File: src/rtl/pps_pkg.sv
// Shared types and constants for the print position sequencer.
// No dependencies; imported by every module of the block.
package pps_pkg;

  // Default widths of the internal page/copy and scan counters
  localparam int PAGE_BITS_DEF = 16;
  localparam int SCAN_BITS_DEF = 20;

  // Field widths of the stream items
  localparam int ID_W   = 16;
  localparam int PAGE_W = 16;
  localparam int SCAN_W = 20;
  localparam int TDATA_W = 72;  // 68 bits of fields padded to whole bytes

  // Divider widths: |scan - start| * copy_count < 2**36, |total - start| < 2**20
  localparam int NUM_W = 36;
  localparam int DEN_W = 20;

  // Configuration port
  localparam int CFG_ADDR_W = 5;
  localparam int CFG_DATA_W = 32;

  localparam logic [2:0] REG_MODE        = 3'd0;
  localparam logic [2:0] REG_LEN_COPIES  = 3'd1;
  localparam logic [2:0] REG_TOTAL_SCANS = 3'd2;
  localparam logic [2:0] REG_START_SCANS = 3'd3;
  localparam logic [2:0] REG_COPY_COUNT  = 3'd4;
  localparam logic [2:0] REG_FIRST_PAGE  = 3'd5;
  localparam logic [2:0] REG_LAST_PAGE   = 3'd6;

  localparam logic [1:0] MODE_WEB_UNCOLL  = 2'd0;
  localparam logic [1:0] MODE_WEB_COLL    = 2'd1;
  localparam logic [1:0] MODE_SCAN_SINGLE = 2'd2;
  localparam logic [1:0] MODE_SCAN_MULTI  = 2'd3;

  typedef struct packed {
    logic [1:0]        mode;
    logic              length_in_copies;
    logic [SCAN_W-1:0] total_scans;
    logic [SCAN_W-1:0] start_scans;
    logic [PAGE_W-1:0] copy_count;
    logic [PAGE_W-1:0] first_page_no;
    logic [PAGE_W-1:0] last_page_no;
  } pps_cfg_t;

  // Side information that travels alongside the divider data
  typedef struct packed {
    logic [ID_W-1:0]   job_id;
    logic [PAGE_W-1:0] page;
    logic [SCAN_W-1:0] scan;
    logic              use_div;   // derived copy applies to this item
    logic              neg;       // quotient sign is negative
  } pps_meta_t;

endpackage

File: src/rtl/pps_back.sv
// Back end: applies the derived copy from the quotient and holds the result
// in the output register. Uses pps_pkg.
module pps_back #(
  parameter int PAGE_BITS = pps_pkg::PAGE_BITS_DEF
) (
  input  logic                        clk,
  input  logic                        rst_n,
  input  logic                        up_valid,
  output logic                        up_ready,
  input  pps_pkg::pps_meta_t          up_meta,
  input  logic [PAGE_BITS-1:0]        up_copy,
  input  logic [pps_pkg::NUM_W-1:0]   up_quo,
  output logic                        out_valid,
  input  logic                        out_ready,
  output logic [pps_pkg::TDATA_W-1:0] out_data
);
  import pps_pkg::*;

  localparam logic [PAGE_BITS-1:0] PAGE_MAX = '1;

  logic                 replace, nonneg, quo_sat;
  logic [PAGE_BITS-1:0] derived, n_copy;
  logic                 valid_r;
  logic [TDATA_W-1:0]   data_r, data_nxt;

  // a zero quotient counts as non-negative whatever the operand signs
  assign nonneg  = !up_meta.neg || (up_quo == '0);
  assign replace = up_meta.use_div && nonneg && (up_quo >= NUM_W'(up_copy));
  assign quo_sat = up_quo >= NUM_W'(PAGE_MAX);
  assign derived = quo_sat ? PAGE_MAX : PAGE_BITS'(up_quo) + PAGE_BITS'(1);
  assign n_copy  = replace ? derived : up_copy;

  assign data_nxt = {{(TDATA_W - ID_W - 2*PAGE_W - SCAN_W){1'b0}},
                     up_meta.scan, PAGE_W'(n_copy), up_meta.page, up_meta.job_id};

  assign up_ready = !valid_r || out_ready;

  always_ff @(posedge clk) begin
    if (!rst_n) begin
      valid_r <= 1'b0;
    end else if (up_ready) begin
      valid_r <= up_valid;
    end
  end

  always_ff @(posedge clk) begin
    if (up_ready && up_valid) data_r <= data_nxt;
  end

  assign out_valid = valid_r;
  assign out_data  = data_r;

endmodule

File: config.mk
export PLATFORM = sky130hd
export DESIGN_NAME = pps_back
export DESIGN_NICKNAME = d
export VERILOG_FILES = /design/src/rtl/pps_pkg.sv /design/src/rtl/pps_back.sv
export SDC_FILE = /design/constraint.sdc
export NUM_CORES = 1
export LEC_CHECK = 0
export ABC_AREA = 1
export BUFFER_PORTS_ARGS = -buffer_cell sky130_fd_sc_hd__buf_2
export CAP_MARGIN = 10
export CORE_MARGIN = 2
export CORE_UTILIZATION = 35
export DETAILED_ROUTE_END_ITERATION = 8
export SYNTH_ARGS = -nofsm -noshare
export SYNTH_HDL_FRONTEND = slang
export SYNTH_SLANG_ARGS = --single-unit
File: constraint.sdc
create_clock -name clk -period 7.8 [get_ports clk]
set_clock_uncertainty 0.05 [all_clocks]
set_input_delay 1.56 -clock clk [delete_from_list [all_inputs] [get_ports clk]]
set_output_delay 1.56 -clock clk [all_outputs]
set_load 0.05 [all_outputs]
==> results.cfg <==
[timing]
rsz0062_at_grt = no
max_freq_mhz = 272
finalSetupViolCount = 0
fin_tns_setup_ns = 0
drv_slew = 0
fin_crit_sh_pct = 47.1
post-route-min-period_ns = 3.68
finalHoldViolCount = 0
worstMarginPinSlew_ns = 0.823
max_slew_margin_pct = 45.2

[logic_synthesis]
yosys_warnings = 0
netlist_area_um2 = 3500
yosysUniqueCellTypes = 28
syn-instance-count = 326
avgSynthCellArea_um2 = 10.8
synth_seq_cells = 69
ys_seq_area_share_pct = 58.8

[drt]
avgViaCountPerCell = 4.39
drt-total-wl_mm = 8.37
num_vias = 2852
drc = 0
antenna_left = 0
drtPass1Iterations = 4
wl_per_cell_um = 12.9
first_iter_violations = 99

[power_and_ir_drop]
p_leak_nw = 2.20
intPower_uw = 599
swShare_pct = 30.9
ir_drop_v = 0.0000772
finalPower_uw = 867
power_frac_clock_pct = 27.0
power_switching_uw = 268
power_density_nw_per_um2 = 185
combinationalPowerShare_pct = 22.3
power_frac_seq_pct = 50.7

[clock_tree]
cts-resized-gates = 0
cts_tree = built
htree_num_levels = 3
cts_max_path_buffers = 2
clk_latency_ns = 0.33
cts_inserted_buffers = 9
cts_sinks = 69
holdBufCountCts = 0
cts_setup_buffers = 0
cts-root-buf = clkbuf_8
clk_pin_slew_ns = 0.06

[worst_setup_path]
crit_type = in -> out
worstPathRequired_ns = 6.19
setup.reg_to_reg.worst_slack_ns = 6.19
start_kind = primary input
cp_cell_sequence = buf_2 -> inv_1 -> nand2_1 -> buf_2
slowest_stage = buf_2
critPathMaxStageDelay_ns = 0.22
critPathCaptureType = primary output
path_common_cell = buf_2
arrival_ns = 2.07
path_max_fanout = 2

[floorplan]
rows = 36
io_pins = 184
die_area_um2 = 10800
die_x_um = 104
dieHeight_um = 104
core_um2 = 9730
initial_core_util_pct = 36.0

[global_route]
overflow = 0
track_usage_pct = 15.8
grt_pass1_vias = 2794
antenna_found_initial = 2
grt_max_degree = 69
grt_pass1_wl_mm = 13.3

[finish]
fin_area_um2 = 4680
finalNonFillerCells = 650
areaGrowthSynthToFinish_pct = 33.5
nNetsFinal = 640
drive_above_1_share_pct = 42.6

[place]
detailed_place_hpwl_mm = 6.87
io_buffers = 179
placed_cells = 634
place_area_um2 = 4520
routabilityCongestion = 0.899

[run_status]
status = finished clean

[job]
maxCapViolCount = 0

[min_path]
hp-class = reg -> reg
## path summary, 6_finish.rpt
path,cells after the start,endpoint,start
hold / removal,2,out_valid$_SDFFE_PN0N_,out_valid$_SDFFE_PN0N_
setup / recovery,4,up_ready,out_ready
hold reg to reg,2,out_valid$_SDFFE_PN0N_,out_valid$_SDFFE_PN0N_
setup reg to reg,2,out_data[11]$_DFFE_PP_,out_valid$_SDFFE_PN0N_
## state kept, by name (all words and copies together) (netlist names)
signal / count
out_data: 68
out_valid: 1
## stage by stage
stage	setup WS, ns	utilization [%]	hold slack, ns
global placement	4.16	46.5	0.483
detailed placement	4.13	46.5	0.511
global route	4.10	48.1	0.571
floorplan	2.34	-	1.06
finish	4.12	48.1	0.517
CTS	4.13	48.1	0.522
## power groups by stage
stage	Clock, mW	Combinational, mW	Sequential (mW)
after global routing	0.260	0.209	0.442
after floorplan	0	0.0529	0.529
final	0.234	0.193	0.440
after detailed placement	0	0.195	0.448
after CTS	0.245	0.195	0.440
after global placement	0	0.192	0.448
## cell type report
type,count,area [um2]
Sequential cell,69,2060
Fill cell,974,5050
Timing Repair Buffer,180,903
Antenna cell,1,2.50
Clock buffer,10,128
Tap cell,133,166
Inverter,41,154
Clock inverter,5,28.8
Multi-Input combinational cell,211,1230
## placed cells by master (no fill, tap or decap), types with 2 or more instances in the layout
master,instances
a21oi_1,7
buf_2,179
clkbuf_8,9
clkinv_2,2
clkinvlp_4,2
conb_1,4
edfxtp_1,68
ha_1,18
inv_1,41
nand2_1,73
nand2_2,13
nand3_1,24
nand3_4,2
nand3b_1,2
nand4_1,3
nor2_1,31
nor2_2,4
nor2_4,5
nor3_1,2
o21a_1,2
o21ai_0,2
xnor2_1,3
xor2_1,10
## cells by family after synthesis
| family | synth area share [%] |
|---|---|
| compound gates | 2.28 |
| xor+xnor | 3.25 |
| fa+ha+maj | 6.43 |
| buf+inv | 6.57 |
| flops | 58.8 |
| other cells | 0.107 |
| simple gates | 22.5 |
## cell usage after synthesis
cell	instances	share of area, %
nor2_1	31	3.3
a21boi_0	1	0.21
buf_12	1	0.57
nand2_1	73	7.8
nand2_4	1	0.32
inv_1	41	4.4
xor2_1	10	2.5
nand2_2	13	2.3
buf_6	1	0.32
o21a_1	2	0.43
edfxtp_1	68	58
a21oi_1	8	1.1
nand3_4	2	1.0
xnor2_1	3	0.75
o21ai_0	2	0.29
nor2_4	5	1.6
buf_4	6	1.3
nand4_1	3	0.54
ha_1	18	6.4
nor2_2	4	0.71
dfxtp_1	1	0.57
nor3_1	2	0.29
a21o_1	1	0.21
nand3b_1	2	0.43
nand3_1	24	3.4
conb_1	1	0.11
and2_1	1	0.18
nor2_8	1	0.57
## per-layer routing
metal  GRT usage (%)  vias up  routed length, um
met5               0        -                 13
met4            7.24        2                198
met3            5.14       21                736
met2            26.8      139               3940
met1            18.2     1241               3480
li1                -     1449                  -
## worst max-delay path, delay by kind of cell
kind / cells / cell delay (ns)
and+or+nand+nor: 1 / 0.09
buffers and inverters: 3 / 0.42
(Power assumes the default switching activity.)
