==> src/rtl/pps_pkg.sv <==
// Shared types and constants for the print position sequencer.
// No dependencies; imported by every module of the block.
package pps_pkg;

  // Default widths of the internal page/copy and scan counters
  localparam int PAGE_BITS_DEF = 16;
  localparam int SCAN_BITS_DEF = 20;

  // Field widths of the stream items
  localparam int ID_W   = 16;
  localparam int PAGE_W = 16;
  localparam int SCAN_W = 20;
  localparam int TDATA_W = 72;  // 68 bits of fields padded to whole bytes

  // Divider widths: |scan - start| * copy_count < 2**36, |total - start| < 2**20
  localparam int NUM_W = 36;
  localparam int DEN_W = 20;

  // Configuration port
  localparam int CFG_ADDR_W = 5;
  localparam int CFG_DATA_W = 32;

  localparam logic [2:0] REG_MODE        = 3'd0;
  localparam logic [2:0] REG_LEN_COPIES  = 3'd1;
  localparam logic [2:0] REG_TOTAL_SCANS = 3'd2;
  localparam logic [2:0] REG_START_SCANS = 3'd3;
  localparam logic [2:0] REG_COPY_COUNT  = 3'd4;
  localparam logic [2:0] REG_FIRST_PAGE  = 3'd5;
  localparam logic [2:0] REG_LAST_PAGE   = 3'd6;

  localparam logic [1:0] MODE_WEB_UNCOLL  = 2'd0;
  localparam logic [1:0] MODE_WEB_COLL    = 2'd1;
  localparam logic [1:0] MODE_SCAN_SINGLE = 2'd2;
  localparam logic [1:0] MODE_SCAN_MULTI  = 2'd3;

  typedef struct packed {
    logic [1:0]        mode;
    logic              length_in_copies;
    logic [SCAN_W-1:0] total_scans;
    logic [SCAN_W-1:0] start_scans;
    logic [PAGE_W-1:0] copy_count;
    logic [PAGE_W-1:0] first_page_no;
    logic [PAGE_W-1:0] last_page_no;
  } pps_cfg_t;

  // Side information that travels alongside the divider data
  typedef struct packed {
    logic [ID_W-1:0]   job_id;
    logic [PAGE_W-1:0] page;
    logic [SCAN_W-1:0] scan;
    logic              use_div;   // derived copy applies to this item
    logic              neg;       // quotient sign is negative
  } pps_meta_t;

endpackage

==> src/rtl/pps_front.sv <==
// Front end: mode decode into the base next position, then the
// (scan - start) * copy_count product. Two register stages. Uses pps_pkg.
module pps_front #(
  parameter int PAGE_BITS = pps_pkg::PAGE_BITS_DEF,
  parameter int SCAN_BITS = pps_pkg::SCAN_BITS_DEF
) (
  input  logic                         clk,
  input  logic                         rst_n,
  input  pps_pkg::pps_cfg_t            cfg,
  input  logic                         in_valid,
  output logic                         in_ready,
  input  logic [pps_pkg::ID_W-1:0]     job_id,
  input  logic [pps_pkg::PAGE_W-1:0]   current_page,
  input  logic [pps_pkg::PAGE_W-1:0]   current_copy,
  input  logic [pps_pkg::SCAN_W-1:0]   current_scan,
  output logic                         out_valid,
  input  logic                         out_ready,
  output pps_pkg::pps_meta_t           out_meta,
  output logic [PAGE_BITS-1:0]         out_copy,
  output logic [pps_pkg::NUM_W-1:0]    out_num
);
  import pps_pkg::*;

  localparam int SCW = (SCAN_BITS > SCAN_W) ? SCAN_BITS : SCAN_W;
  localparam int PCW = (PAGE_BITS > PAGE_W) ? PAGE_BITS : PAGE_W;

  logic [PAGE_BITS-1:0] page, copy, first, page_inc, copy_inc;
  logic [SCAN_BITS-1:0] scan, scan_inc;
  logic [PAGE_BITS-1:0] n_page, n_copy;
  logic [SCAN_BITS-1:0] n_scan;
  logic                 scan_lt_total, use_div;
  logic [SCAN_W:0]      diff, span;
  logic [DEN_W-1:0]     mag;
  pps_meta_t            meta;

  logic                 a_valid_r, b_valid_r, a_ready, b_ready;
  pps_meta_t            a_meta_r, b_meta_r;
  logic [PAGE_BITS-1:0] a_copy_r, b_copy_r;
  logic [DEN_W-1:0]     a_mag_r;
  logic [NUM_W-1:0]     b_num_r;

  assign page  = PAGE_BITS'(current_page);
  assign copy  = PAGE_BITS'(current_copy);
  assign first = PAGE_BITS'(cfg.first_page_no);
  assign scan  = SCAN_BITS'(current_scan);

  assign page_inc = (page == '1) ? page : page + PAGE_BITS'(1);
  assign copy_inc = (copy == '1) ? copy : copy + PAGE_BITS'(1);
  assign scan_inc = (scan == '1) ? scan : scan + SCAN_BITS'(1);
  assign scan_lt_total = SCW'(scan) < SCW'(cfg.total_scans);

  always_comb begin
    n_page  = page;
    n_copy  = copy;
    n_scan  = SCAN_BITS'(1);
    use_div = 1'b0;
    case (cfg.mode)
      MODE_SCAN_MULTI: begin
        n_copy = PAGE_BITS'(1);
        if (scan_lt_total) begin
          n_scan = scan_inc;
        end else begin
          n_page = page_inc;
          n_scan = '0;
        end
      end
      MODE_SCAN_SINGLE: begin
        if (scan_lt_total) begin
          n_scan  = scan_inc;
          use_div = cfg.length_in_copies && (cfg.total_scans != cfg.start_scans)
                    && (cfg.copy_count != '0);
        end else begin
          n_copy = copy_inc;
        end
      end
      MODE_WEB_COLL: begin
        if ((PCW+1)'(page) + (PCW+1)'(1) <= (PCW+1)'(cfg.last_page_no)) begin
          n_page = page_inc;
        end else begin
          n_copy = copy_inc;
          n_page = first;
        end
      end
      default: begin
        if (cfg.copy_count != '0) begin
          if (PCW'(copy) < PCW'(cfg.copy_count)) begin
            n_copy = copy_inc;
          end else begin
            n_copy = PAGE_BITS'(1);
            n_page = page_inc;
          end
        end
      end
    endcase
  end

  // Signed operands of the derived copy; scan fits the 20-bit field by construction
  assign diff = {1'b0, SCAN_W'(scan)} - {1'b0, cfg.start_scans};
  assign span = {1'b0, cfg.total_scans} - {1'b0, cfg.start_scans};
  assign mag  = diff[SCAN_W] ? DEN_W'(-diff) : DEN_W'(diff);

  always_comb begin
    meta.job_id  = job_id;
    meta.page    = PAGE_W'(n_page);
    meta.scan    = SCAN_W'(n_scan);
    meta.use_div = use_div;
    meta.neg     = diff[SCAN_W] ^ span[SCAN_W];
  end

  assign b_ready  = !b_valid_r || out_ready;
  assign a_ready  = !a_valid_r || b_ready;
  assign in_ready = a_ready;

  always_ff @(posedge clk) begin
    if (!rst_n) begin
      a_valid_r <= 1'b0;
      b_valid_r <= 1'b0;
    end else begin
      if (a_ready) a_valid_r <= in_valid;
      if (b_ready) b_valid_r <= a_valid_r;
    end
  end

  always_ff @(posedge clk) begin
    if (a_ready && in_valid) begin
      a_meta_r <= meta;
      a_copy_r <= n_copy;
      a_mag_r  <= mag;
    end
    if (b_ready && a_valid_r) begin
      b_meta_r <= a_meta_r;
      b_copy_r <= a_copy_r;
      b_num_r  <= NUM_W'(a_mag_r) * NUM_W'(cfg.copy_count);
    end
  end

  assign out_valid = b_valid_r;
  assign out_meta  = b_meta_r;
  assign out_copy  = b_copy_r;
  assign out_num   = b_num_r;

endmodule

==> config.mk <==
export PLATFORM = sky130hd
export DESIGN_NAME = pps_front
export DESIGN_NICKNAME = d
export VERILOG_FILES = /design/src/rtl/pps_pkg.sv /design/src/rtl/pps_front.sv
export SDC_FILE = /design/constraint.sdc
export NUM_CORES = 1
export LEC_CHECK = 0
export ABC_AREA = 1
export BUFFER_PORTS_ARGS = -buffer_cell sky130_fd_sc_hd__buf_4
export CAP_MARGIN = 20
export CORE_MARGIN = 4
export CORE_UTILIZATION = 60
export CTS_BUF_LIST = sky130_fd_sc_hd__clkbuf_8
export DETAILED_ROUTE_END_ITERATION = 6
export PLACE_DENSITY = 0.82
export SLEW_MARGIN = 20
export SYNTH_ARGS = -nofsm -noshare
export SYNTH_HDL_FRONTEND = slang
export SYNTH_SLANG_ARGS = --single-unit
==> constraint.sdc <==
create_clock -name clk -period 8.9 [get_ports clk]
set_input_delay 0.89 -clock clk [delete_from_list [all_inputs] [get_ports clk]]
set_output_delay 0.89 -clock clk [all_outputs]
set_load 0.1 [all_outputs]
==> tab_implementation.tex <==
\begin{tabular}{lr}
\hline
Metric & Value \\
\hline
\multicolumn{2}{l}{\textbf{Outcome}} \\
\quad Outcome & completed \\
\multicolumn{2}{l}{\textbf{Setup path}} \\
\quad Arrival time of data at the critical path endpoint & 6.68 ns \\
\quad CP Class & reg -> reg \\
\quad Critical path launch point type & flop \\
\quad Cell occurring most often along the worst timing path & sky130\_fd\_sc\_hd\_\_fa\_1 \\
\quad Critical path fanouts, max & 16 \\
\quad Slowest cell delay on critical path & 0.90 ns \\
\quad Crit end category & flop \\
\quad Data required time of the worst path & 9.21 ns \\
\quad Slowest-stage cell, CP & sky130\_fd\_sc\_hd\_\_edfxtp\_1 \\
\quad Cell Chain, Critical Path & nand2\_1 -> fa\_1 -> fa\_1 -> fa\_1 -> inv\_1 -> fa\_1 -> fa\_1 -> inv\_1 -> fa\_1 -> inv\_1 -> ha\_1 -> nand2\_1 -> nor2\_1 -> inv\_1 -> nor3\_1 -> a21oi\_1 -> nand3b\_1 -> nand3\_1 -> nand2\_1 \\
\multicolumn{2}{l}{\textbf{Timing}} \\
\quad Share of the clock period used by the worst path after layout & 0.716 \\
\quad Final worst clock skew & 0.0251 ns \\
\quad Final Max Slew Viols & 0 \\
\quad Slew headroom & 0.330 \\
\quad Shortest clock period the worst path allows after layout & 6.37 ns \\
\quad Final Hold Viols & 0 \\
\quad Post-layout worst setup margin & 2.53 ns \\
\quad Setup repair after global routing missed its margin & false \\
\quad Worst-margin pin slew & 1.00 ns \\
\quad Max frequency & 157 MHz \\
\quad Final setup viols & 0 \\
\quad Summed negative setup slack over all endpoints & 0 ns \\
\multicolumn{2}{l}{\textbf{Worst hold path}} \\
\quad Hold/Removal Path Class & reg -> reg \\
\multicolumn{2}{l}{\textbf{Placed design}} \\
\quad I/O Buffers & 270 \\
\quad Post-detailed-placement half-perimeter wirelength & 56500 um \\
\quad DP Worst Slack & 2.32 ns \\
\quad Final estimated routing congestion in global placement & 0.944 \\
\multicolumn{2}{l}{\textbf{Synth}} \\
\quad Sequential cell area fraction in the yosys report & 0.250 \\
\quad Area of the mapped netlist & 0.0237 mm2 \\
\quad Number of register bits inferred by synthesis & 198 \\
\quad EDFF count, synth & 196 \\
\quad Prevailing post-synth register cell & sky130\_fd\_sc\_hd\_\_edfxtp\_1 \\
\quad Top-area cell type share of the netlist area & 0.249 \\
\quad Unique cell type count in the Yosys netlist & 51 \\
\quad Syn. warnings & 0 \\
\quad Ranking of synthesized cells by area & sky130\_fd\_sc\_hd\_\_edfxtp\_1 (25\%), sky130\_fd\_sc\_hd\_\_fa\_1 (21\%), sky130\_fd\_sc\_hd\_\_nand2\_1 (12\%) \\
\quad Mean instance size in the synthesized netlist & 7.98 um2 \\
\quad Share of flip-flops with an asynchronous set or reset after synthesis & 0 \\
\quad Cell taking the most area after synthesis & sky130\_fd\_sc\_hd\_\_edfxtp\_1 \\
\quad Synth Instances & 2966 \\
\quad Net count after synthesis & 3582 \\
\multicolumn{2}{l}{\textbf{CTS}} \\
\quad Depth of the CTS H-tree & 4 \\
\quad Number of buffers added by the clock tree synthesis step & 17 \\
\quad Number of buffers inserted by hold repair at cts & 0 \\
\quad TritonCTS clock tree & done \\
\quad Clock network latency to the later pin of the worst-skew pair & 0.54 ns \\
\quad Clock root buffer & sky130\_fd\_sc\_hd\_\_clkbuf\_8 \\
\quad Clock transition at the registers of the reported paths & 0.13 ns \\
\quad Post-CTS Setup Inserts & 0 \\
\quad Maximum clock path buffer count & 2 \\
\quad Resize count post-CTS & 0 \\
\quad Total clock sinks & 198 \\
\multicolumn{2}{l}{\textbf{Floorplan}} \\
\quad Die boundary width & 207 um \\
\quad Count of standard-cell rows & 72 \\
\quad Die Y-Extent & 207 um \\
\quad Core footprint & 0.0388 mm2 \\
\quad Num ports & 271 \\
\quad Overall die area & 0.0427 mm2 \\
\quad Effective utilization at floorplan & 0.610 \\
\multicolumn{2}{l}{\textbf{Global routing}} \\
\quad Number of antenna violations at the first check in global routing & 4 \\
\quad Via count of the first global-routing pass & 20900 \\
\quad Tot GR Track Use & 0.329 \\
\quad Grt total ovfl & 0 \\
\quad Wire length of the first global-routing pass & 109000 um \\
\quad Maximum number of pins on one net before global-route repair & 62 \\
\multicolumn{2}{l}{\textbf{Cells and area}} \\
\quad Post-layout utilization of the core & 0.680 \\
\quad Area of all sequential standard cells & 0.00593 mm2 \\
\quad Multi-input gate area & 0.0148 mm2 \\
\quad Layout cells sized above 1 & 0.114 \\
\quad Fillcell total & 3204 \\
\quad Number of nets in the layout & 3775 \\
\quad Layout area overhead & 11.6\% \\
\multicolumn{2}{l}{\textbf{Detailed routing}} \\
\quad TritonRoute pass-1 iters & 7 \\
\quad Overall via count from detail\_route & 20500 \\
\quad Total Routed Length & 69600 um \\
\quad Antenna-violating nets left & 0 \\
\quad Avg WL per Cell & 18.8 um \\
\quad Detailed-route DRC error count & 0 \\
\quad Drt initial violations & 1805 \\
\quad Detail-routed via count per cell & 5.55 \\
\multicolumn{2}{l}{\textbf{Job}} \\
\quad Number of max-cap violations & 0 \\
\hline
\end{tabular}
[cells in the final DEF, fill, tap and decap left out, types with 20 or more instances in the layout]
master / instances
sky130_fd_sc_hd__nand2_1: 762
sky130_fd_sc_hd__inv_1: 660
sky130_fd_sc_hd__buf_4: 276
sky130_fd_sc_hd__fa_1: 251
sky130_fd_sc_hd__ha_1: 202
sky130_fd_sc_hd__edfxtp_1: 196
sky130_fd_sc_hd__nor2_1: 153
sky130_fd_sc_hd__nand3_1: 152
sky130_fd_sc_hd__a21oi_1: 109
sky130_fd_sc_hd__o21ai_0: 72
sky130_fd_sc_hd__xor2_1: 55
sky130_fd_sc_hd__nand4_1: 52
sky130_fd_sc_hd__nor3_1: 36
sky130_fd_sc_hd__o211ai_1: 22
sky130_fd_sc_hd__xnor2_1: 20
[routing by layer]
layer / track usage / part of all wire / wire length [um] / up-vias
met2: 0.563 / 0.49 / 34400 / 970
met5: 0 / 0 / 0 / -
met3: 0.0630 / 0.083 / 5770 / 144
met1: 0.423 / 0.39 / 27200 / 9798
met4: 0.108 / 0.032 / 2240 / 0
li1: - / - / - / 9598
[per-stage QoR]
step,cells,instance area [um2],hold slack (ns)
5_1_grt,3694,26400,0.435
6_report,3694,26400,0.411
3_5_place_dp,3658,26000,0.405
3_3_place_gp,3658,26000,0.401
4_1_cts,3690,26400,0.410
2_1_floorplan,2966,23700,0.400
[worst paths after layout]
path                            end                    from  slack (ns)  cells past startpoint
min reg2reg  out_meta[28]$_DFFE_PP_  a_meta_r[28]$_DFFE_PP_        0.41                      0
max reg2reg   out_num[34]$_DFFE_PP_   a_mag_r[14]$_DFFE_PP_        2.53                     19
min          out_meta[28]$_DFFE_PP_  a_meta_r[28]$_DFFE_PP_        0.41                      0
max           out_num[34]$_DFFE_PP_   a_mag_r[14]$_DFFE_PP_        2.53                     19
[logic make-up (layout without fill, tap and decap cells)]
group	count (synthesis)	after routing	synth area share
compound gates	244	244	0.0576
xor+xnor	76	76	0.0284
other cells	0	4	0
fa+ha+maj	453	453	0.319
simple gates	1224	1224	0.221
buf+inv	771	977	0.124
flops	198	198	0.250
[registers in the layout, indices dropped and copies added, names as in the netlist]
name / cells
a_meta_r: 54
out_meta: 54
out_num: 36
a_mag_r: 20
a_copy_r: 16
out_copy: 16
a_valid_r: 1
out_valid: 1
[cell type report]
type / count / area share
Antenna cell: 4 / 0.000379
Clock buffer: 17 / 0.00886
Clock inverter: 15 / 0.00659
Inverter: 669 / 0.0952
Multi-Input combinational cell: 1997 / 0.562
Sequential cell: 198 / 0.224
Tap cell: 518 / 0.0245
Timing Repair Buffer: 276 / 0.0785
[synthesized netlist by cell type (2+ instances only)]
cell,count
sky130_fd_sc_hd__nor3_1,36
sky130_fd_sc_hd__and2_1,4
sky130_fd_sc_hd__o21bai_1,7
sky130_fd_sc_hd__o211ai_1,22
sky130_fd_sc_hd__xnor2_1,20
sky130_fd_sc_hd__or2_2,2
sky130_fd_sc_hd__nor3_2,3
sky130_fd_sc_hd__nand3b_1,13
sky130_fd_sc_hd__ha_1,202
sky130_fd_sc_hd__nor4_1,7
sky130_fd_sc_hd__nor2_2,13
sky130_fd_sc_hd__nand4_1,52
sky130_fd_sc_hd__nand2_1,763
sky130_fd_sc_hd__nand3_1,152
sky130_fd_sc_hd__buf_2,11
sky130_fd_sc_hd__buf_4,2
sky130_fd_sc_hd__xor2_1,55
sky130_fd_sc_hd__inv_2,7
sky130_fd_sc_hd__o21a_1,4
sky130_fd_sc_hd__nand3_2,7
sky130_fd_sc_hd__a31oi_1,4
sky130_fd_sc_hd__nand2_2,12
sky130_fd_sc_hd__a21boi_0,2
sky130_fd_sc_hd__o21ai_1,9
sky130_fd_sc_hd__nor2_1,154
sky130_fd_sc_hd__fa_1,251
sky130_fd_sc_hd__dfxtp_1,2
sky130_fd_sc_hd__a21o_1,6
sky130_fd_sc_hd__inv_1,661
sky130_fd_sc_hd__clkbuf_1,86
sky130_fd_sc_hd__o21ai_0,72
sky130_fd_sc_hd__a21oi_1,110
sky130_fd_sc_hd__buf_6,2
sky130_fd_sc_hd__edfxtp_1,196
[worst max-delay path: cells and delay by family (launching register included)]
family          cells  cell delay (ns)
fa+ha+maj           7             3.46
simple gates        7             1.30
flops               1             0.90
compound gates      1             0.26
buf+inv             4             0.23
Power is not shown: default switching activity piles up to over one toggle a cycle in this logic, so the estimate is an artifact.
