## config.mk

```make
export PLATFORM = sky130hd
export DESIGN_NAME = pps_div_cell
export DESIGN_NICKNAME = d
export VERILOG_FILES = /design/src/rtl/pps_pkg.sv /design/src/rtl/pps_div_cell.sv
export SDC_FILE = /design/constraint.sdc
export NUM_CORES = 1
export LEC_CHECK = 0
export BUFFER_PORTS_ARGS = -buffer_cell sky130_fd_sc_hd__buf_2
export CAP_MARGIN = 10
export CORE_ASPECT_RATIO = 1.1
export CORE_MARGIN = 2
export CORE_UTILIZATION = 40
export CTS_CLUSTER_DIAMETER = 150
export DETAILED_ROUTE_END_ITERATION = 8
export GPL_TIMING_DRIVEN = 1
export PLACE_DENSITY = 0.76
export SYNTH_ARGS = -nofsm -noshare
export SYNTH_HDL_FRONTEND = slang
export SYNTH_SLANG_ARGS = --single-unit
```

## constraint.sdc

```tcl
create_clock -name clk -period 4.34 [get_ports clk]
set_input_delay 0.651 -clock clk [delete_from_list [all_inputs] [get_ports clk]]
set_output_delay 0.651 -clock clk [all_outputs]
set_load 0.03 [all_outputs]
```

## src/rtl/pps_pkg.sv

```systemverilog
// Shared types and constants for the print position sequencer.
// No dependencies; imported by every module of the block.
package pps_pkg;

  // Default widths of the internal page/copy and scan counters
  localparam int PAGE_BITS_DEF = 16;
  localparam int SCAN_BITS_DEF = 20;

  // Field widths of the stream items
  localparam int ID_W   = 16;
  localparam int PAGE_W = 16;
  localparam int SCAN_W = 20;
  localparam int TDATA_W = 72;  // 68 bits of fields padded to whole bytes

  // Divider widths: |scan - start| * copy_count < 2**36, |total - start| < 2**20
  localparam int NUM_W = 36;
  localparam int DEN_W = 20;

  // Configuration port
  localparam int CFG_ADDR_W = 5;
  localparam int CFG_DATA_W = 32;

  localparam logic [2:0] REG_MODE        = 3'd0;
  localparam logic [2:0] REG_LEN_COPIES  = 3'd1;
  localparam logic [2:0] REG_TOTAL_SCANS = 3'd2;
  localparam logic [2:0] REG_START_SCANS = 3'd3;
  localparam logic [2:0] REG_COPY_COUNT  = 3'd4;
  localparam logic [2:0] REG_FIRST_PAGE  = 3'd5;
  localparam logic [2:0] REG_LAST_PAGE   = 3'd6;

  localparam logic [1:0] MODE_WEB_UNCOLL  = 2'd0;
  localparam logic [1:0] MODE_WEB_COLL    = 2'd1;
  localparam logic [1:0] MODE_SCAN_SINGLE = 2'd2;
  localparam logic [1:0] MODE_SCAN_MULTI  = 2'd3;

  typedef struct packed {
    logic [1:0]        mode;
    logic              length_in_copies;
    logic [SCAN_W-1:0] total_scans;
    logic [SCAN_W-1:0] start_scans;
    logic [PAGE_W-1:0] copy_count;
    logic [PAGE_W-1:0] first_page_no;
    logic [PAGE_W-1:0] last_page_no;
  } pps_cfg_t;

  // Side information that travels alongside the divider data
  typedef struct packed {
    logic [ID_W-1:0]   job_id;
    logic [PAGE_W-1:0] page;
    logic [SCAN_W-1:0] scan;
    logic              use_div;   // derived copy applies to this item
    logic              neg;       // quotient sign is negative
  } pps_meta_t;

endpackage

```

## src/rtl/pps_div_cell.sv

```systemverilog
// One cell of the restoring divider chain: one quotient bit per cell.
// Quotient bits shift into the low end as numerator bits leave the top. Uses pps_pkg.
module pps_div_cell #(
  parameter int PAGE_BITS = pps_pkg::PAGE_BITS_DEF
) (
  input  logic                      clk,
  input  logic                      rst_n,
  input  logic [pps_pkg::DEN_W-1:0] den,
  input  logic                      up_valid,
  output logic                      up_ready,
  input  pps_pkg::pps_meta_t        up_meta,
  input  logic [PAGE_BITS-1:0]      up_copy,
  input  logic [pps_pkg::DEN_W-1:0] up_rem,
  input  logic [pps_pkg::NUM_W-1:0] up_nq,
  output logic                      dn_valid,
  input  logic                      dn_ready,
  output pps_pkg::pps_meta_t        dn_meta,
  output logic [PAGE_BITS-1:0]      dn_copy,
  output logic [pps_pkg::DEN_W-1:0] dn_rem,
  output logic [pps_pkg::NUM_W-1:0] dn_nq
);
  import pps_pkg::*;

  logic                 valid_r;
  pps_meta_t            meta_r;
  logic [PAGE_BITS-1:0] copy_r;
  logic [DEN_W-1:0]     rem_r, rem_nxt;
  logic [NUM_W-1:0]     nq_r;
  logic [DEN_W:0]       trial;
  logic                 qbit;

  assign trial   = {up_rem, up_nq[NUM_W-1]};
  assign qbit    = trial >= {1'b0, den};
  assign rem_nxt = qbit ? DEN_W'(trial - {1'b0, den}) : DEN_W'(trial);

  assign up_ready = !valid_r || dn_ready;

  always_ff @(posedge clk) begin
    if (!rst_n) begin
      valid_r <= 1'b0;
    end else if (up_ready) begin
      valid_r <= up_valid;
    end
  end

  always_ff @(posedge clk) begin
    if (up_ready && up_valid) begin
      meta_r <= up_meta;
      copy_r <= up_copy;
      rem_r  <= rem_nxt;
      nq_r   <= {up_nq[NUM_W-2:0], qbit};
    end
  end

  assign dn_valid = valid_r;
  assign dn_meta  = meta_r;
  assign dn_copy  = copy_r;
  assign dn_rem   = rem_r;
  assign dn_nq    = nq_r;

endmodule

```

==> results of run 1 <==
-- power groups by stage --
stage | Combinational, uW | Clock (uW) | Sequential [uW]
5_1_grt | 603 | 1600 | 1490
2_1_floorplan | 187 | 0 | 1680
4_1_cts | 561 | 1540 | 1480
3_5_place_dp | 560 | 0 | 1510
6_report | 561 | 1510 | 1480
3_3_place_gp | 545 | 0 | 1500
-- kinds of logic (layout without fill, tap and decap cells) --
| family | after synthesis | in the layout | synth area share |
|---|---|---|---|
| adders and majority gates | 21 | 21 | 0.0525 |
| buffers and inverters | 36 | 338 | 0.0272 |
| other | 0 | 6 | 0 |
| xor gates and xnor gates | 17 | 17 | 0.0289 |
| AOI/OAI and AO/OA | 80 | 80 | 0.0975 |
| and+or+nand+nor | 50 | 50 | 0.0452 |
| muxes | 4 | 4 | 0.00924 |
| DFF | 127 | 127 | 0.739 |
-- registers in the layout, summed over array words and instances, names as in the netlist --
register / flops
dn_meta: 54
dn_copy: 16
dn_valid: 1
dn_nq: 36
dn_rem: 20
-- placed cells by master, fill, tap and decap left out, drive strengths merged, types with 2 or more instances in the layout --
cell    synthesis  layout
a211oi          2       2
a21boi          2       2
a21o            6       6
a21oi          20      20
a221oi          2       2
a31oi           4       4
and2            3       3
and3            2       2
buf             4     278
bufinv          0       4
clkbuf          4      18
clkinv          0       6
diode           0       6
edfxtp        126     126
ha             20      20
inv            28      31
mux2            3       3
nand2          28      28
nand4           4       4
nor2            5       5
nor3            2       2
o21a            4       4
o21ai          29      29
o31ai           3       3
xnor2           7       7
xor2           10      10
-- area by class of cell --
cell class              instances  area (um^2)
flip-flops and latches        127         3800
repair buffers                278         1410
fillers                      1009         5220
multi-input cells             172         1200
well taps                     157          196
inverters                      28          105
clock inverters                14          208
clock buffers                  18          429
diodes                          6         15.0
-- routing by layer --
metal	global-route usage	share of wire
met1	0.229	0.35
met2	0.376	0.54
met3	0.0593	0.076
met4	0.0930	0.031
met5	0	0
-- final timing paths --
path | to | slack [ns] | cells after the start
worst max-delay path | dn_rem[7]$_DFFE_PP_ | 1.29 | 10
worst min-delay path | dn_meta[32]$_DFFE_PP_ | 0.41 | 1
worst max register to register | dn_meta[36]$_DFFE_PP_ | 2.34 | 3
worst min register to register | dn_valid$_SDFFE_PN0N_ | 0.59 | 2
-- per-stage QoR --
| stage | setup WS [ns] | utilization | instances | total power [uW] | hold slack [ns] |
|---|---|---|---|---|---|
| detailed placement | 0.881 | 0.533 | 762 | 2070 | 0.577 |
| floorplan | 1.30 | - | 335 | 1870 | 0.750 |
| finish | 1.29 | 0.585 | 800 | 3550 | 0.413 |
| global placement | 0.963 | 0.533 | 762 | 2050 | 0.510 |
| global route | 1.11 | 0.585 | 800 | 3690 | 0.393 |
| CTS | 1.31 | 0.584 | 794 | 3580 | 0.396 |
==> impl_results.md, run 1 <==
- Vias in the first global route: around 4000
- CP startpoint kind: input pin
- ANT nets after route: 0
- Psw: 934 uW
- Core footprint: roughly 13000 um^2
- Dpl hpwl: roughly 12000 um
- R2r startpoint: dn_valid$_SDFFE_PN0N_
- # Post-CTS Setup Buffers: 0
- Vias post-DR: roughly 4000
- CP max-delay cell: a21oi_4
- Seq/Total Area, Yosys: 0.739
- # DRC: 0
- Clock slew at reported path FFs: roughly 0.060 ns
- Routed Wire Length: about 15000 um
- # setup viols final: 0
- CP startpoint: den[4]
- Crit path cell chain: buf_2 > inv_1 > ha_1 > a21o_1 > a31oi_1 > nand2_1 > a311o_1 > a21oi_4 > inv_2 > mux2_4
- Crit path max fanout: 35
- Sequential power share: 0.417
- Worst Hold Class: input pin to flop
- First-pass GRT wire length: around 21000 um
- Sw frac: 0.263
- Post-synth EDFFs: ~130
- Die W: 112 um
- RSZ-0062 raised after global routing: false
- Hold buffer count at CTS: 0
- DR WL/cell: around 18 um
- Slew Limit Fails: 0
- Largest delay share family, worst path: compound AO/OA/AOI/OAI gates
- Area leader, netlist: edfxtp_1
- Total gr overflow: 0
- YS warnings: 0
- CTS Sinks: 127
- H-tree Lvls: 4
- Syn Std Cell Area: a little over 5000 um^2
- Final period utilization: 0.702
- RePlAce Congestion: ~0.92
- Syn-to-layout area delta: 43.2%
- Yosys top cell area share: 0.735
- Cell area after layout: approximately 7400 um^2
- Most common cell in the netlist: edfxtp_1
- Leakage: 0.00328 uW
- MaxCap Viol Count: 0
- Worst-skew pair later-pin latency: about 0.40 ns
- Post-synthesis instance total: 335
- Internal cell power: ~2600 uW
- DIE AREA: between 10000 and 15000 um^2
- Highest clock rate: ~330 MHz
- PwrDens: 482 nW/um^2
- Yosys reg bits: roughly 130
- Post-synthesis cell type count: 45
- Worst Tran Pin Value: about 0.96 ns
- Main area contributors after synthesis: edfxtp_1 74%, ha_1 4.9%, o21ai_0 2.5%, nand2_1 2.0%, inv_1 2.0%
- Clock share of power: 0.425
- Crit path DAT: about 3.2 ns
- Top cells by count, synth: 126 x edfxtp_1, 28 x nand2_1, 27 x inv_1
- PortBufs: about 280
- Async set or reset register ratio after synthesis: 0
- Resize count post-CTS: 0
- CTS Buf Count: 17
- Row count: 43
- CTS root buf: clkbuf_16
- Mean Syn Cell Area: ~15 um^2
- CP max stage delay: roughly 0.67 ns
- Peak supply drop: 0.000292 V
- Max clock buf depth: 2
- Die span in y: approximately 120 um
- Ports: ~280
- Nets: approximately 800
- Worst rel slew slack: 0.358
- Placed standard-cell area: roughly 6700 um^2
- Fraction of layout cells with a size suffix above 1: 0.498
- Initial DRC count: between 300 and 400
- Largest net degree at the start of global routing: 75
- Crit path buffers/inverters: 3
- Setup TNS: 0 ns
- Starting Density: 0.409
- Post-synth top flop: edfxtp_1
- Minimum clock period: about 3.0 ns
- Syn_nets: about 500
- CTS tree: built
- Gr usage total: 0.208
- CP Capture Type: flop
- Drt pass-1 iters: 6
- DR vias/cell: just under 5
- Crit Path Category: input pin to flop
- Hold_sp: up_meta[32]
- Initial antenna violation count: 5
- Final Hold Fails: 0
- Clock Skews: approximately 0.0070 ns
- Status: finished clean
- Critical Path RT: ~4.5 ns
- Comb power frac: 0.158
Power figures use the tool's default switching activity.
==> inputs of run 2 (changes only) <==
CORE_UTILIZATION = 45   (was 40)
PLACE_DENSITY = 0.8   (was 0.76)
clock period = 3.1 ns   (was 4.34 ns; I/O delays follow)
==> run 2 against run 1 <==
Net effect: utilization up 8.1 points; wire length down 1.3%; non-clock buffer count up 6; setup slack worse by 0.65 ns; first-iteration DRC count down 37%; via count down 0.78%; die area down 11%; total power up 35%; global-route usage up 1.8 points; cell count down 0.75%; worst hold slack worse by 0.17 ns; critical endpoint is now dn_rem[13]$_DFFE_PP_.
==> impl_results.md, run 2 (synthesis gave the netlist of run 1 again) <==
- Status: finished clean
- # Post-CTS Setup Buffers: 0 (unchanged)
- Final period utilization: 0.794
- Reg-to-reg endpoint: dn_nq[32]$_DFFE_PP_
- CP max stage delay: 0.40 ns (-0.27 ns)
- Ports: 278 (unchanged)
- Cells after DPL: 758 (-0.52%)
- Total gr overflow: 0 (unchanged)
- Syn-to-layout area delta: 42.6%
- CP startpoint kind: input pin
- Vias post-DR: 3919 (-0.78%)
- DR vias/cell: 4.94 (about the same)
- Multi-input logic area: 1200 um^2 (unchanged)
- First-pass GRT wire length: 20400 um (-5.0%)
- CP max-delay cell: a21oi_4
- Crit path max fanout: 16 (-54%)
- H-tree Lvls: 4 (unchanged)
- Worst Tran Pin Value: 0.435 ns (-0.527 ns)
- Minimum clock period: about 2.5 ns
- RSZ-0062 raised after global routing: false
- Die span in y: 116 um (-5.5%)
- Worst r2r path cells: 3 (unchanged)
- Crit path buffers/inverters: 2 (-1)
- Worst-skew pair later-pin latency: 0.40 ns (about the same)
- MaxCap Viol Count: 0 (unchanged)
- Max clock buf depth: 2 (unchanged)
- Die W: 106 um (-5.5%)
- Routed Wire Length: 14600 um (-1.3%)
- Drt pass-1 iters: 5 (-1)
- Total design power: 4790 uW (+35%)
- CTS Buf Count: 17 (unchanged)
- Slew Limit Fails: 0 (unchanged)
- Dpl hpwl: 11100 um (-4.1%)
- PwrDens: 653 nW/um^2 (+35%)
- ANT nets after route: 0 (unchanged)
- Peak supply drop: 0.000370 V (+27%)
- Nets: 801 (+0.75%)
- Row count: 40 (-7.0%)
- Worst Hold Class: input pin to flop
- DR WL/cell: 18.3 um (-0.54%)
- # setup viols final: 0 (unchanged)
- Worst rel slew slack: 0.707 (+0.349)
- Fill count: 811 (-20%)
- Max reg flops: 54 (unchanged)
- Initial antenna violation count: 7 (+2)
- Initial DRC count: 229 (-37%)
- CTS root buf: clkbuf_16
- Crit Path Category: input pin to flop
- Leakage: 0.00328 uW (about the same)
- Reg area: 3800 um^2 (unchanged)
- Clock slew at reported path FFs: 0.06 ns (about the same)
- Highest clock rate: approximately 410 MHz
- CTS Sinks: 127 (unchanged)
- Clock Skews: 0.00846 ns (+0.00141 ns)
- Crit path DAT: 2.61 ns (-0.59 ns)
- # DRC: 0 (unchanged)
- R2r startpoint: dn_valid$_SDFFE_PN0N_
- Final Hold Fails: 0 (unchanged)
- Commonest non-fill, non-tap cell in the layout: buf_2
- RePlAce Congestion: 0.982 (+7.2%)
- Final instance count without filler cells: 794 (-0.75%)
- Crit path cell chain: buf_2 > inv_1 > ha_1 > a21oi_1 > o21ai_1 > a21o_1 > a311o_1 > a21oi_4 > mux2_2
- Hold_sp: up_nq[12]
- Fraction of layout cells with a size suffix above 1: 0.497 (-0.000760)
- Most frequent cells in the layout: 277 x buf_2, 126 x edfxtp_1, 28 x nand2_1, 27 x inv_1, 26 x o21ai_0
- Starting Density: 0.467 (+0.0586)
- Largest delay share family, worst path: compound AO/OA/AOI/OAI gates
- Gr usage total: 0.226 (+0.0177)
- Hold path cells: 1 (unchanged)
- CTS tree: built
- Hold buffer count at CTS: 0 (unchanged)
- Resize count post-CTS: 0 (unchanged)
- Min-Delay Endpoint: dn_nq[13]$_DFFE_PP_
- CP Capture Type: flop
- DIE AREA: 12300 um^2 (-11%)
- Critical Path RT: 3.24 ns (-1.25 ns)
- Setup TNS: 0 ns (unchanged)
- Core footprint: 11000 um^2 (-13%)
- Vias in the first global route: 3830 (-4.1%)
- PortBufs: 277 (unchanged)
- R2R setup slack: 1.56 ns (-0.78 ns)
- Largest net degree at the start of global routing: 86 (+15%)
run 2: cell types whose count changed in the layout (fill, tap and decap cells not counted):
cell        previous run  this run
clkinv_2               1         4
clkinv_1               0         4
bufinv_16              4         3
diode_2                6         5
inv_8                  2         0
buf_4                  0         6
clkinv_4               5         0
clkbuf_1               1         0
clkinvlp_4             1         2
run 2: final cells by class:
| cell class | instances | area share |
|---|---|---|
| clock buffer | 17 | 0.0580 |
| tap | 147 | 0.0251 |
| multi-input combinational | 172 | 0.164 |
| timing repair buffer | 284 | 0.198 |
| clock inverter | 14 | 0.0203 |
| sequential | 127 | 0.519 |
| antenna | 5 | 0.00171 |
| inverter | 28 | 0.0143 |
run 2: worst max path at each step:
stage	start	depth (start not counted)	end	slack, ns
2_1_floorplan	dn_ready	2	dn_copy[0]$_DFFE_PP_	0.25
3_3_place_gp	den[4]	9	dn_rem[13]$_DFFE_PP_	0.29
3_5_place_dp	den[4]	10	dn_rem[7]$_DFFE_PP_	0.26
4_1_cts	den[4]	10	dn_rem[7]$_DFFE_PP_	0.68
5_1_grt	den[6]	10	dn_rem[19]$_DFFE_PP_	0.48
6_report	den[6]	9	dn_rem[13]$_DFFE_PP_	0.64
run 2: report_power, final:
part	switching (uW)	total [uW]	internal, uW	leakage, uW
Combinational	521	793	272	0.00177
Sequential	32.8	2080	2040	0.00123
Clock	679	1920	1240	0.000279
run 2: per-layer routing:
layer / track usage / part of all wire / vias to the layer above
li1: - / - / 1859
met1: 0.236 / 0.35 / 1844
met2: 0.409 / 0.54 / 183
met3: 0.0804 / 0.083 / 29
met4: 0.106 / 0.025 / 4
met5: 0 / 0.0021 / -
run 2: through the flow:
| step | worst slack (ns) | hold WS (ns) | utilization | cell area, um^2 |
|---|---|---|---|---|
| after detailed placement | 0.256 | 0.557 | 0.613 | 6750 |
| after global placement | 0.287 | 0.514 | 0.613 | 6750 |
| after global routing | 0.477 | 0.218 | 0.666 | 7330 |
| after CTS | 0.682 | 0.227 | 0.665 | 7320 |
| after floorplan | 0.247 | 0.564 | - | 5150 |
| final | 0.639 | 0.241 | 0.666 | 7330 |
